==> src/rtl/bmc_pkg.sv <==
// Package for the button debounce and multi-tap classifier.
// Holds the transfer payload types, the configuration types and the codes.
// No dependencies.
`default_nettype none

package bmc_pkg;

  // Number of layers present; a layer select beyond it is ignored.
  localparam int unsigned LAYER_COUNT = 3;

  localparam int unsigned TICK_W    = 32;
  localparam int unsigned CFG_IDX_W = 3;
  localparam int unsigned CFG_DAT_W = 16;

  // Reset values of the configuration registers.
  localparam logic [15:0] DEBOUNCE_RST     = 16'd20;
  localparam logic [15:0] TAP_WINDOW_RST   = 16'd300;
  localparam logic [15:0] SINGLE_DELAY_RST = 16'd250;
  localparam logic [7:0]  CONTROL_TAPS_RST = 8'd5;
  localparam logic [7:0]  TOGGLE_TAPS_RST  = 8'd6;

  typedef enum logic [CFG_IDX_W-1:0] {
    CFG_DEBOUNCE     = 3'd0,
    CFG_TAP_WINDOW   = 3'd1,
    CFG_SINGLE_DELAY = 3'd2,
    CFG_CONTROL_EN   = 3'd3,
    CFG_CONTROL_TAPS = 3'd4,
    CFG_TOGGLE_EN    = 3'd5,
    CFG_TOGGLE_TAPS  = 3'd6
  } cfg_idx_e;

  typedef enum logic [2:0] {
    GEST_NONE    = 3'd0,
    GEST_CONTROL = 3'd1,
    GEST_TOGGLE  = 3'd2,
    GEST_LAYER   = 3'd3,
    GEST_SINGLE  = 3'd4
  } gesture_e;

  typedef struct packed {
    logic [15:0] settle_ticks;
    logic [15:0] tap_gap_ticks;
    logic [15:0] single_delay_ticks;
    logic        control_enable;
    logic [7:0]  control_taps;
    logic        toggle_enable;
    logic [7:0]  toggle_taps;
  } cfg_t;

  typedef struct packed {
    logic              raw_level;
    logic [TICK_W-1:0] now_tick;
  } in_item_t;

  typedef struct packed {
    logic       press_edge;
    gesture_e   gesture;
    logic       layer_changed;
    logic [1:0] active_layer;
    logic       single_fire;
  } out_item_t;

endpackage

`default_nettype wire

==> src/rtl/button_debounce_multitap_classifier_core.sv <==
// Pipeline: an input transfer passes the input register and then the result register.
// Throughput: one item per cycle while the output is not stalled; the single pass from the input register to the result
// register updates the debounce, tap and layer state in that same cycle.
// Reset: rst_ni clears all state, empties both registers and loads the register defaults.
// Top level of the button classifier; depends on bmc_pkg and bmc_cfg_regs.
`default_nettype none

module button_debounce_multitap_classifier_core (
  input  wire logic                           clk_i,
  input  wire logic                           rst_ni,
  input  wire logic                           cfg_we_i,
  input  wire logic [bmc_pkg::CFG_IDX_W-1:0]  cfg_idx_i,
  input  wire logic [bmc_pkg::CFG_DAT_W-1:0]  cfg_wdata_i,
  input  wire logic                           in_valid_i,
  output logic                                in_stall_o,
  input  wire bmc_pkg::in_item_t              in_item_i,
  output logic                                out_valid_o,
  input  wire logic                           out_stall_i,
  output bmc_pkg::out_item_t                  out_item_o
);

  bmc_pkg::cfg_t cfg;

  bmc_cfg_regs u_cfg (
    .clk_i       (clk_i),
    .rst_ni      (rst_ni),
    .cfg_we_i    (cfg_we_i),
    .cfg_idx_i   (cfg_idx_i),
    .cfg_wdata_i (cfg_wdata_i),
    .cfg_o       (cfg)
  );

  // Pipeline registers.
  logic               in_valid_q;
  bmc_pkg::in_item_t  in_q;
  logic               out_valid_q;
  bmc_pkg::out_item_t out_q, out_d;
  logic               adv;
  logic               in_ready;

  // Classifier state.
  logic        stable_q, stable_d;
  logic        last_raw_q, last_raw_d;
  logic [31:0] raw_chg_q, raw_chg_d;
  logic [7:0]  taps_q, taps_d;
  logic [31:0] last_tap_q, last_tap_d;
  logic        pend_q, pend_d;
  logic [31:0] due_q, due_d;
  logic [1:0]  layer_q, layer_d;

  // The result stage moves when its register is empty or being drained.
  // The input register takes a transfer when it is empty or its item moves on.
  assign adv        = !out_valid_q || !out_stall_i;
  assign in_ready   = !in_valid_q || adv;
  assign in_stall_o = !in_ready;

  // Wrapping time differences against the old state.
  logic [31:0] raw_age, tap_gap, due_diff;
  logic        raw_chg, stable_upd, press_edge, classify, arm_single, fire;
  logic [1:0]  target;

  assign raw_age  = in_q.now_tick - raw_chg_q;
  assign tap_gap  = in_q.now_tick - last_tap_q;
  assign due_diff = in_q.now_tick - due_q;

  always_comb begin
    raw_chg    = in_q.raw_level != last_raw_q;
    // A fresh raw change has age zero, so it settles at once only with no debounce.
    stable_upd = (raw_chg ? (cfg.settle_ticks == 16'd0)
                          : (raw_age >= {16'd0, cfg.settle_ticks}))
                 && (stable_q != in_q.raw_level);
    press_edge = stable_upd && in_q.raw_level;
    // A press resets the gap to zero, and classification is held off in a step with a press.
    classify   = !press_edge && (taps_q != 8'd0)
                 && (tap_gap > {16'd0, cfg.tap_gap_ticks});

    stable_d   = stable_upd ? in_q.raw_level : stable_q;
    last_raw_d = in_q.raw_level;
    raw_chg_d  = raw_chg ? in_q.now_tick : raw_chg_q;
    taps_d     = taps_q;
    last_tap_d = last_tap_q;
    pend_d     = pend_q;
    due_d      = due_q;
    layer_d    = layer_q;
    arm_single = 1'b0;
    target     = 2'd2;

    out_d               = '0;
    out_d.gesture       = bmc_pkg::GEST_NONE;
    out_d.press_edge    = press_edge;

    // Tap counting; a press cancels a pending single tap.
    if (press_edge) begin
      pend_d     = 1'b0;
      last_tap_d = in_q.now_tick;
      if (taps_q == 8'd0 || tap_gap > {16'd0, cfg.tap_gap_ticks}) begin
        taps_d = 8'd1;
      end else if (taps_q != 8'hFF) begin
        taps_d = taps_q + 8'd1;
      end
    end

    // Classification once the tap window has run out.
    if (classify) begin
      taps_d = 8'd0;
      pend_d = 1'b0;
      if (cfg.control_enable && taps_q == cfg.control_taps) begin
        out_d.gesture = bmc_pkg::GEST_CONTROL;
      end else if (cfg.toggle_enable && taps_q == cfg.toggle_taps) begin
        out_d.gesture = bmc_pkg::GEST_TOGGLE;
      end else if (taps_q == 8'd1) begin
        arm_single    = 1'b1;
        due_d         = in_q.now_tick + {16'd0, cfg.single_delay_ticks};
        out_d.gesture = bmc_pkg::GEST_SINGLE;
      end else begin
        out_d.gesture = bmc_pkg::GEST_LAYER;
        if (taps_q == 8'd2) begin
          target = 2'd0;
        end else if (taps_q == 8'd3) begin
          target = 2'd1;
        end
        if ({30'd0, target} < bmc_pkg::LAYER_COUNT && target != layer_q) begin
          layer_d             = target;
          out_d.layer_changed = 1'b1;
        end
      end
    end

    // Delayed single tap: a freshly armed one is due now only with zero delay.
    fire = arm_single ? (cfg.single_delay_ticks == 16'd0)
                      : (pend_d && !due_diff[31]);
    if (arm_single) begin
      pend_d = !fire;
    end else if (fire) begin
      pend_d = 1'b0;
    end
    out_d.single_fire  = fire;
    out_d.active_layer = layer_d;
  end

  // Control registers and state.
  always_ff @(posedge clk_i or negedge rst_ni) begin
    if (!rst_ni) begin
      in_valid_q  <= 1'b0;
      out_valid_q <= 1'b0;
      stable_q    <= 1'b0;
      last_raw_q  <= 1'b0;
      raw_chg_q   <= '0;
      taps_q      <= '0;
      last_tap_q  <= '0;
      pend_q      <= 1'b0;
      due_q       <= '0;
      layer_q     <= '0;
    end else begin
      if (in_ready) begin
        in_valid_q  <= in_valid_i;
      end
      if (adv) begin
        out_valid_q <= in_valid_q;
      end
      if (adv && in_valid_q) begin
        stable_q   <= stable_d;
        last_raw_q <= last_raw_d;
        raw_chg_q  <= raw_chg_d;
        taps_q     <= taps_d;
        last_tap_q <= last_tap_d;
        pend_q     <= pend_d;
        due_q      <= due_d;
        layer_q    <= layer_d;
      end
    end
  end

  // Payload registers.
  always_ff @(posedge clk_i) begin
    if (in_ready) begin
      in_q <= in_item_i;
    end
    if (adv && in_valid_q) begin
      out_q <= out_d;
    end
  end

  assign out_valid_o = out_valid_q;
  assign out_item_o  = out_q;

  // A press cancels any pending single tap, so it never fires with one.
  assert property (@(posedge clk_i) disable iff (!rst_ni)
    out_valid_q && out_q.press_edge |-> !out_q.single_fire)
    else $error("single tap fired together with a press edge");

  // Only a layer select may change the layer.
  assert property (@(posedge clk_i) disable iff (!rst_ni)
    out_valid_q && out_q.layer_changed |-> out_q.gesture == bmc_pkg::GEST_LAYER)
    else $error("layer changed without a layer select");

  // The layer register never names a layer that is not present.
  assert property (@(posedge clk_i) disable iff (!rst_ni)
    {30'd0, layer_q} < bmc_pkg::LAYER_COUNT)
    else $error("layer register out of range");

  // The input side stalls only when a full result register is held back.
  assert property (@(posedge clk_i) disable iff (!rst_ni)
    in_stall_o |-> out_valid_q && out_stall_i)
    else $error("input stalled while the result stage could move");

  // An item in the input register while the result stage moves yields a result.
  assert property (@(posedge clk_i) disable iff (!rst_ni)
    in_valid_q && adv |=> out_valid_q)
    else $error("result lost between the input and result registers");

endmodule

`default_nettype wire

==> src/rtl/bmc_cfg_regs.sv <==
// Configuration register bank of the button classifier.
// Depends on bmc_pkg for the register indexes and the cfg_t type.
`default_nettype none

module bmc_cfg_regs (
  input  wire logic                           clk_i,
  input  wire logic                           rst_ni,
  input  wire logic                           cfg_we_i,
  input  wire logic [bmc_pkg::CFG_IDX_W-1:0]  cfg_idx_i,
  input  wire logic [bmc_pkg::CFG_DAT_W-1:0]  cfg_wdata_i,
  output bmc_pkg::cfg_t                       cfg_o
);

  bmc_pkg::cfg_t cfg_q, cfg_d;

  // Decode the write; an index past the last register is dropped.
  always_comb begin
    cfg_d = cfg_q;
    if (cfg_we_i) begin
      case (bmc_pkg::cfg_idx_e'(cfg_idx_i))
        bmc_pkg::CFG_DEBOUNCE:     cfg_d.settle_ticks       = cfg_wdata_i;
        bmc_pkg::CFG_TAP_WINDOW:   cfg_d.tap_gap_ticks      = cfg_wdata_i;
        bmc_pkg::CFG_SINGLE_DELAY: cfg_d.single_delay_ticks = cfg_wdata_i;
        bmc_pkg::CFG_CONTROL_EN:   cfg_d.control_enable     = cfg_wdata_i[0];
        bmc_pkg::CFG_CONTROL_TAPS: cfg_d.control_taps       = cfg_wdata_i[7:0];
        bmc_pkg::CFG_TOGGLE_EN:    cfg_d.toggle_enable      = cfg_wdata_i[0];
        bmc_pkg::CFG_TOGGLE_TAPS:  cfg_d.toggle_taps        = cfg_wdata_i[7:0];
        default: ;
      endcase
    end
  end

  always_ff @(posedge clk_i or negedge rst_ni) begin
    if (!rst_ni) begin
      cfg_q.settle_ticks       <= bmc_pkg::DEBOUNCE_RST;
      cfg_q.tap_gap_ticks      <= bmc_pkg::TAP_WINDOW_RST;
      cfg_q.single_delay_ticks <= bmc_pkg::SINGLE_DELAY_RST;
      cfg_q.control_enable     <= 1'b0;
      cfg_q.control_taps       <= bmc_pkg::CONTROL_TAPS_RST;
      cfg_q.toggle_enable      <= 1'b0;
      cfg_q.toggle_taps        <= bmc_pkg::TOGGLE_TAPS_RST;
    end else begin
      cfg_q <= cfg_d;
    end
  end

  assign cfg_o = cfg_q;

endmodule

`default_nettype wire
==> config.mk <==
export PLATFORM = sky130hd
export DESIGN_NAME = button_debounce_multitap_classifier_core
export DESIGN_NICKNAME = d
export VERILOG_FILES = /design/src/rtl/bmc_pkg.sv /design/src/rtl/button_debounce_multitap_classifier_core.sv /design/src/rtl/bmc_cfg_regs.sv
export SDC_FILE = /design/constraint.sdc
export NUM_CORES = 1
export LEC_CHECK = 0
export BUFFER_PORTS_ARGS = -buffer_cell sky130_fd_sc_hd__buf_2
export CORE_UTILIZATION = 35
export DETAILED_ROUTE_END_ITERATION = 8
export GPL_ROUTABILITY_DRIVEN = 0
export PLACE_DENSITY = 0.54
export SLEW_MARGIN = 30
export SYNTH_ARGS = -nofsm -noshare
export SYNTH_HDL_FRONTEND = slang
export SYNTH_SLANG_ARGS = --single-unit
==> constraint.sdc <==
create_clock -name clk_i -period 5.06 [get_ports clk_i]
set_input_delay 0.253 -clock clk_i [delete_from_list [all_inputs] [get_ports clk_i]]
set_output_delay 0.253 -clock clk_i [all_outputs]
set_load 0.01 [all_outputs]
# [Yosys cells after proc, flatten, opt, wreduce, memory -nomap -nowiden]
# Index checks and enable logic that the tools add are counted.
[word_totals] register_bits=218 inputBits=57 out_inout_bits=10 word_cells=122
[op_classes] add_sub_neg=5 n_lt_le_gt_ge=3 eq_ne=15 n_mux=29 bitwise=3 n_reduce_logical=41
[op_table] operator="$sub 32x32->32" count=3
[op_table] operator="$add 32x16->32" count=1
[op_table] operator="$ge 32x16->1" count=1
[op_table] operator="$gt 32x16->1" count=1
[op_table] operator="$logic_not 16->1" count=2
[op_table] operator="$mux 8" count=4
[op_table] operator="$mux 2" count=12
[op_table] operator="$reduce_and 2->1" count=10
[op_table] operator="$eq 8x2->1 const B" count=2
[op_table] operator="$eq 8x8->1" count=2
[op_table] operator="$mux 1" count=12
[op_table] operator="$eq 3x3->1 const B" count=3
[op_table] operator="$logic_and 1x1->1" count=9
[op_table] operator="$add 8x1->8 const B" count=1
[op_table] operator="$eq 8x1->1 const B" count=1
[op_table] operator="$logic_not 8->1" count=1
[op_table] operator="$ne 8x8->1 const B" count=1
[op_table] operator="$reduce_bool 8->1" count=1
[op_table] operator="$logic_not 1->1" count=7
[op_table] operator="$eq 3x2->1 const B" count=2
[op_table] operator="$reduce_and 5->1" count=1
[op_table] operator="$reduce_or 4->1" count=1
[op_table] operator="$eq 3x1->1 const B" count=1
[op_table] operator="$logic_not 3->1" count=1
[op_table] operator="other kinds (11)" count=16

# [Logic depth before layout (Yosys ltp)]
[depth] ltp_word=16 depth_mapped=25

# [Cells and area by module]
# Synthesis repeated with hierarchy kept, for this count alone.
[unflattened] hier_cells=1552 hier_area_um2=15134.5
[modules_own_cells] mod="button_debounce_multitap_classifier_core" n_inst=1 cells_each=1407 area_each_um2=12500.7 seq_area_each_um2=4008.8
[modules_own_cells] mod="bmc_cfg_regs" n_inst=1 cells_each=145 area_each_um2=2633.8 seq_area_each_um2=1671.6

# [Least setup slack after synthesis]
# OpenSTA, ideal clock, no wires.
[synth_timing] kind="reg2reg" from="register in_q[1] (netlist bit)" to="register due_q[13]" setup_ps=125 arrival_ps=5237 required_ps=4935 slack_ps=-302 path_stages_with_launch=23 path_buffers=1 cell_sequence="edfxtp_1 ha_1 nor2b_1 o31ai_1 a21oi_1 a41oi_1 nor2_1 nor2_1 xnor2_1 ha_1 nand4_1 nor2_1 a2111oi_0 o211ai_1 a2111o_1 or4_1 nor4_1 o2111ai_1 o21ai_2 nand3_2 nor4_4 buf_6 mux2_4"
[synth_via] elab_chain_len=9
[synth_rtl] item="from (decl)" line_no="button_debounce_multitap_classifier_core.sv:35" rtl="bmc_pkg::in_item_t in_q;"
[synth_rtl] item="from (signal assigned)" line_no="button_debounce_multitap_classifier_core.sv:177" rtl="in_q <= in_item_i;"
[synth_rtl] item="$sub 32x32->32" line_no="button_debounce_multitap_classifier_core.sv:62" rtl="assign raw_age = in_q.now_tick - raw_chg_q;"
[synth_rtl] item="$ge 32x16->1" line_no="button_debounce_multitap_classifier_core.sv:70" rtl=": (raw_age >= {16'd0, cfg.settle_ticks}))"
[synth_rtl] item="$mux 1" line_no="button_debounce_multitap_classifier_core.sv:69" rtl="stable_upd = (raw_chg ? (cfg.settle_ticks == 16'd0)"
[synth_rtl] item="$logic_and 1x1->1" line_no="button_debounce_multitap_classifier_core.sv:71" rtl="&& (stable_q != in_q.raw_level);"
[synth_rtl] item="$logic_and 1x1->1" line_no="button_debounce_multitap_classifier_core.sv:72" rtl="press_edge = stable_upd && in_q.raw_level;"
[synth_rtl] item="$logic_not 1->1" line_no="button_debounce_multitap_classifier_core.sv:74" rtl="classify = !press_edge && (taps_q != 8'd0)"
[synth_rtl] item="$logic_and 1x1->1" line_no="button_debounce_multitap_classifier_core.sv:74"
[synth_rtl] item="$logic_and 1x1->1" line_no="button_debounce_multitap_classifier_core.sv:75" rtl="&& (tap_gap > {16'd0, cfg.tap_gap_ticks});"
[synth_rtl] item="$reduce_and 5->1 (no source line)"
[synth_rtl] item="to (signal assigned)" line_no="button_debounce_multitap_classifier_core.sv:168" rtl="due_q <= due_d;"
[synth_rtl] item="to (decl)" line_no="button_debounce_multitap_classifier_core.sv:48" rtl="logic [31:0] due_q, due_d;"
# Several ways; a longest one is shown, not always the timed one.
# A chain may end at the register's enable or synchronous reset.

# [Worst setup path in the final report]
[layout_timing] from="register in_q[0] (netlist bit)" to="register due_q[0]"
# The elaborated chain is that of the path after synthesis.

==> run metrics <==
outcome=complete, but fails checks; failing checks=negative setup slack; vias per cell=5.227; max-slew violations=0; initial antenna violation count=0; Async SR Flop Fraction=81.19%; clock sink count=218; Total GRT Usage=between 10% and 20%; wire per inst=between 15 and 20 um; WHS Endpoint=u_cfg.cfg_o[59]; CTS H-tree lvls=1; post-DP HPWL=between 30,000 and 40,000 um; cell breakdown of the critical path=inv_2, ha_4, fa_2, nand2b_4, a21oi_4, o21ai_2, o211ai_1, xor2_1, ha_1, nand4_1, nor2_2, a2111oi_2, o211ai_1, a2111o_1, or4_4, nor4_4, o2111ai_2, o21ai_2, nand3_4, nor4_4, buf_6, buf_12, mux2_2; largest net degree at the start of global routing=92; Final nets=2,048; Worst EP required=5.50 ns; Hold WS=0.01578 ns; number of distinct library cells after synthesis=80; CP max stage delay=approximately 0.50 ns; unrepaired setup endpoints after global routing=true; # port buffers=66; routed via count=around 13,000; Peak VDD IR=about 290 uV; DRT iter0 DRCs=760; Reg clk slew, reported paths=roughly 0.060 ns; Starting Density=between 30% and 40%; syn_nets=about 1,800; # setup viols final=37; reg2reg setup slack=-0.21 ns; clk_lat worst skew=between 0.5 and 0.6 ns; number of flops mapped to enable cells by yosys=41; Core Area=roughly 0.042 mm^2; clock root buffer=clkbuf_16; CP Capture Type=flip-flop; Synth area leader=dfrtp_1; total global routing overflow=0; Worst Hold Launch=cfg_wdata_i[9]; YS warnings=0; Area growth syn-to-layout=30.50%; Final Hold Viols=0; Top FF cell, synth=dfrtp_1; static leakage=roughly 8.9 nW; Final period util=104.1%; Max Clk Rate=between 0.15 and 0.2 GHz; post-synth top area share=between 20% and 30%; FF-to-FF path depth=23; Commonest cells post-synth=161 x dfrtp_1, 150 x inv_1, 144 x ha_1; Worst Tran Pin Value=0.7970 ns; WHS Path Cells=3; CP Launch Type=flip-flop; Final WS setup=-0.2094 ns; Worst R2R Start=in_q[0]; fin area=0.01948 mm^2; diode count=0; Longest Clk Path Bufs=3; most common cell in the netlist=dfrtp_1; synthesized area=0.01492 mm^2; critical path class=reg -> reg; Synth Instances=1,568; share of layout cells above drive strength 1=27.65%; clock buffer count from CTS=28; post-synthesis register bit count=between 200 and 250; vias in the first global route=12,320; r2r endpoint=due_q[0]; die height=roughly 210 um; slew margin rel.=between 40 and 50%; first-pass GRT wire length=67,670 um; DRC errors left=0; 1st-pass router iterations=5; pwr dens=557.0 mW/mm^2; CTS tree=done; Crit-path slowest cell=or4_4; Avg Cell Area, Syn=9.518 um^2; Place WS=-0.4888 ns; row count=75; Max Cap Viol=0; die area=0.04347 mm^2; Period minus WS final=approximately 5.3 ns; sequential area share after synthesis=a little under two fifths; Critical Path AT=~5.7 ns; Setup Skew=between 0.02 and 0.03 ns; final WL=around 45,000 um; antenna-violating nets left=0; Synth area leaders=dfrtp_1 27%, ha_1 12%, edfxtp_1 8.2%; io pins=67; die width=roughly 210 um; crit path max fanout=7; Hold WC Path Type=in -> reg; DP Area=0.01702 mm^2
through the flow:
| step | TNS (ns) | util, % | total power, W | std cells |
|---|---|---|---|---|
| floorplan | -0.1045 | - | 0.006316 | 1568 |
| global placement | -8.308 | 40.49 | 0.008178 | 2276 |
| detailed placement | -13.52 | 40.49 | 0.008258 | 2276 |
| CTS | -4.703 | 44.29 | 0.01053 | 2382 |
| global route | -21.83 | 46.33 | 0.01166 | 2405 |
| finish | -5.254 | 46.33 | 0.01085 | 2405 |
layer usage:
layer	vias up	routed length, um	GRT usage (%)
met5	-	0	0
met3	61	1916	2.355
met1	6123	21650	28.25
li1	6151	-	-
met4	0	1036	5.006
met2	235	20120	31.01
cell usage in the layout (no fill, tap or decap), types with 41 or more instances in the layout:
| cell | count |
|---|---|
| dfrtp_1 | 161 |
| buf_4 | 161 |
| inv_1 | 147 |
| ha_1 | 136 |
| nand2_1 | 112 |
| a21oi_1 | 83 |
| o21ai_0 | 73 |
| mux2_2 | 72 |
| nor2_1 | 66 |
| buf_2 | 65 |
| xnor2_1 | 64 |
| a21o_1 | 58 |
| dlygate4sd3_1 | 45 |
| edfxtp_1 | 41 |
timing repair:
action	4_1_cts	5_1_grt
gates cloned	0	9
setup buffers	9	14
setup endpoints to repair	82	84
gates resized for setup	31	153
hold endpoints to repair	125	0
pin swaps	6	42
hold buffers	45	0
flip-flops by register name, summed over array words and instances, names as in the netlist, 2 cells and up:
name,count
due_q,32
taps_q,8
out_item_o,8
in_q,32
last_tap_q,32
layer_q,2
u_cfg.cfg_o,66
raw_chg_q,32
worst max-delay path, delay by kind of cell, from the launching register on:
family                   cells  cell delay, ns
AO/OA/AOI/OAI                8            1.74
multiplexers                 1            0.34
adder cells (fa/ha/maj)      3            0.76
buffers and inverters        3            0.42
flip-flops                   1            0.36
AND/OR/NAND/NOR              7            1.30
XOR/XNOR                     1            0.23
cell families after synthesis:
kind of cell             share of synthesized area (%)
AND/OR/NAND/NOR                                  13.34
adder cells (fa/ha/maj)                          12.47
buffers and inverters                            5.533
flip-flops                                       38.06
XOR/XNOR                                         5.575
AO/OA/AOI/OAI                                    16.81
multiplexers                                     8.208
layout make-up:
cell class	count	area, um^2
fill	3961	22560
multi-input combinational	1141	9071
sequential	218	5680
timing repair buffer	304	2536
clock buffer	45	855.8
tap	539	674.4
inverter	151	569.3
clock inverter	7	88.84
how the worst max path moves through the flow:
stage | startpoint | depth (start not counted) | end | slack, ns
floorplan | in_q[10] | 21 | due_q[13] | -0.03
global placement | in_q[0] | 22 | layer_q[1] | -0.38
detailed placement | in_q[0] | 22 | layer_q[0] | -0.49
CTS | in_q[1] | 22 | layer_q[0] | -0.19
global route | in_q[0] | 23 | due_q[0] | -0.50
finish | in_q[0] | 23 | due_q[0] | -0.21
power breakdown:
| part | leakage [nW] | internal, W | total [W] | switching (W) |
|---|---|---|---|---|
| Combinational | 5.92 | 0.00286 | 0.00618 | 0.00332 |
| Clock | 0.463 | 0.00125 | 0.00205 | 0.000800 |
| Sequential | 2.50 | 0.00233 | 0.00261 | 0.000278 |
Power figures use the tool's default switching activity.
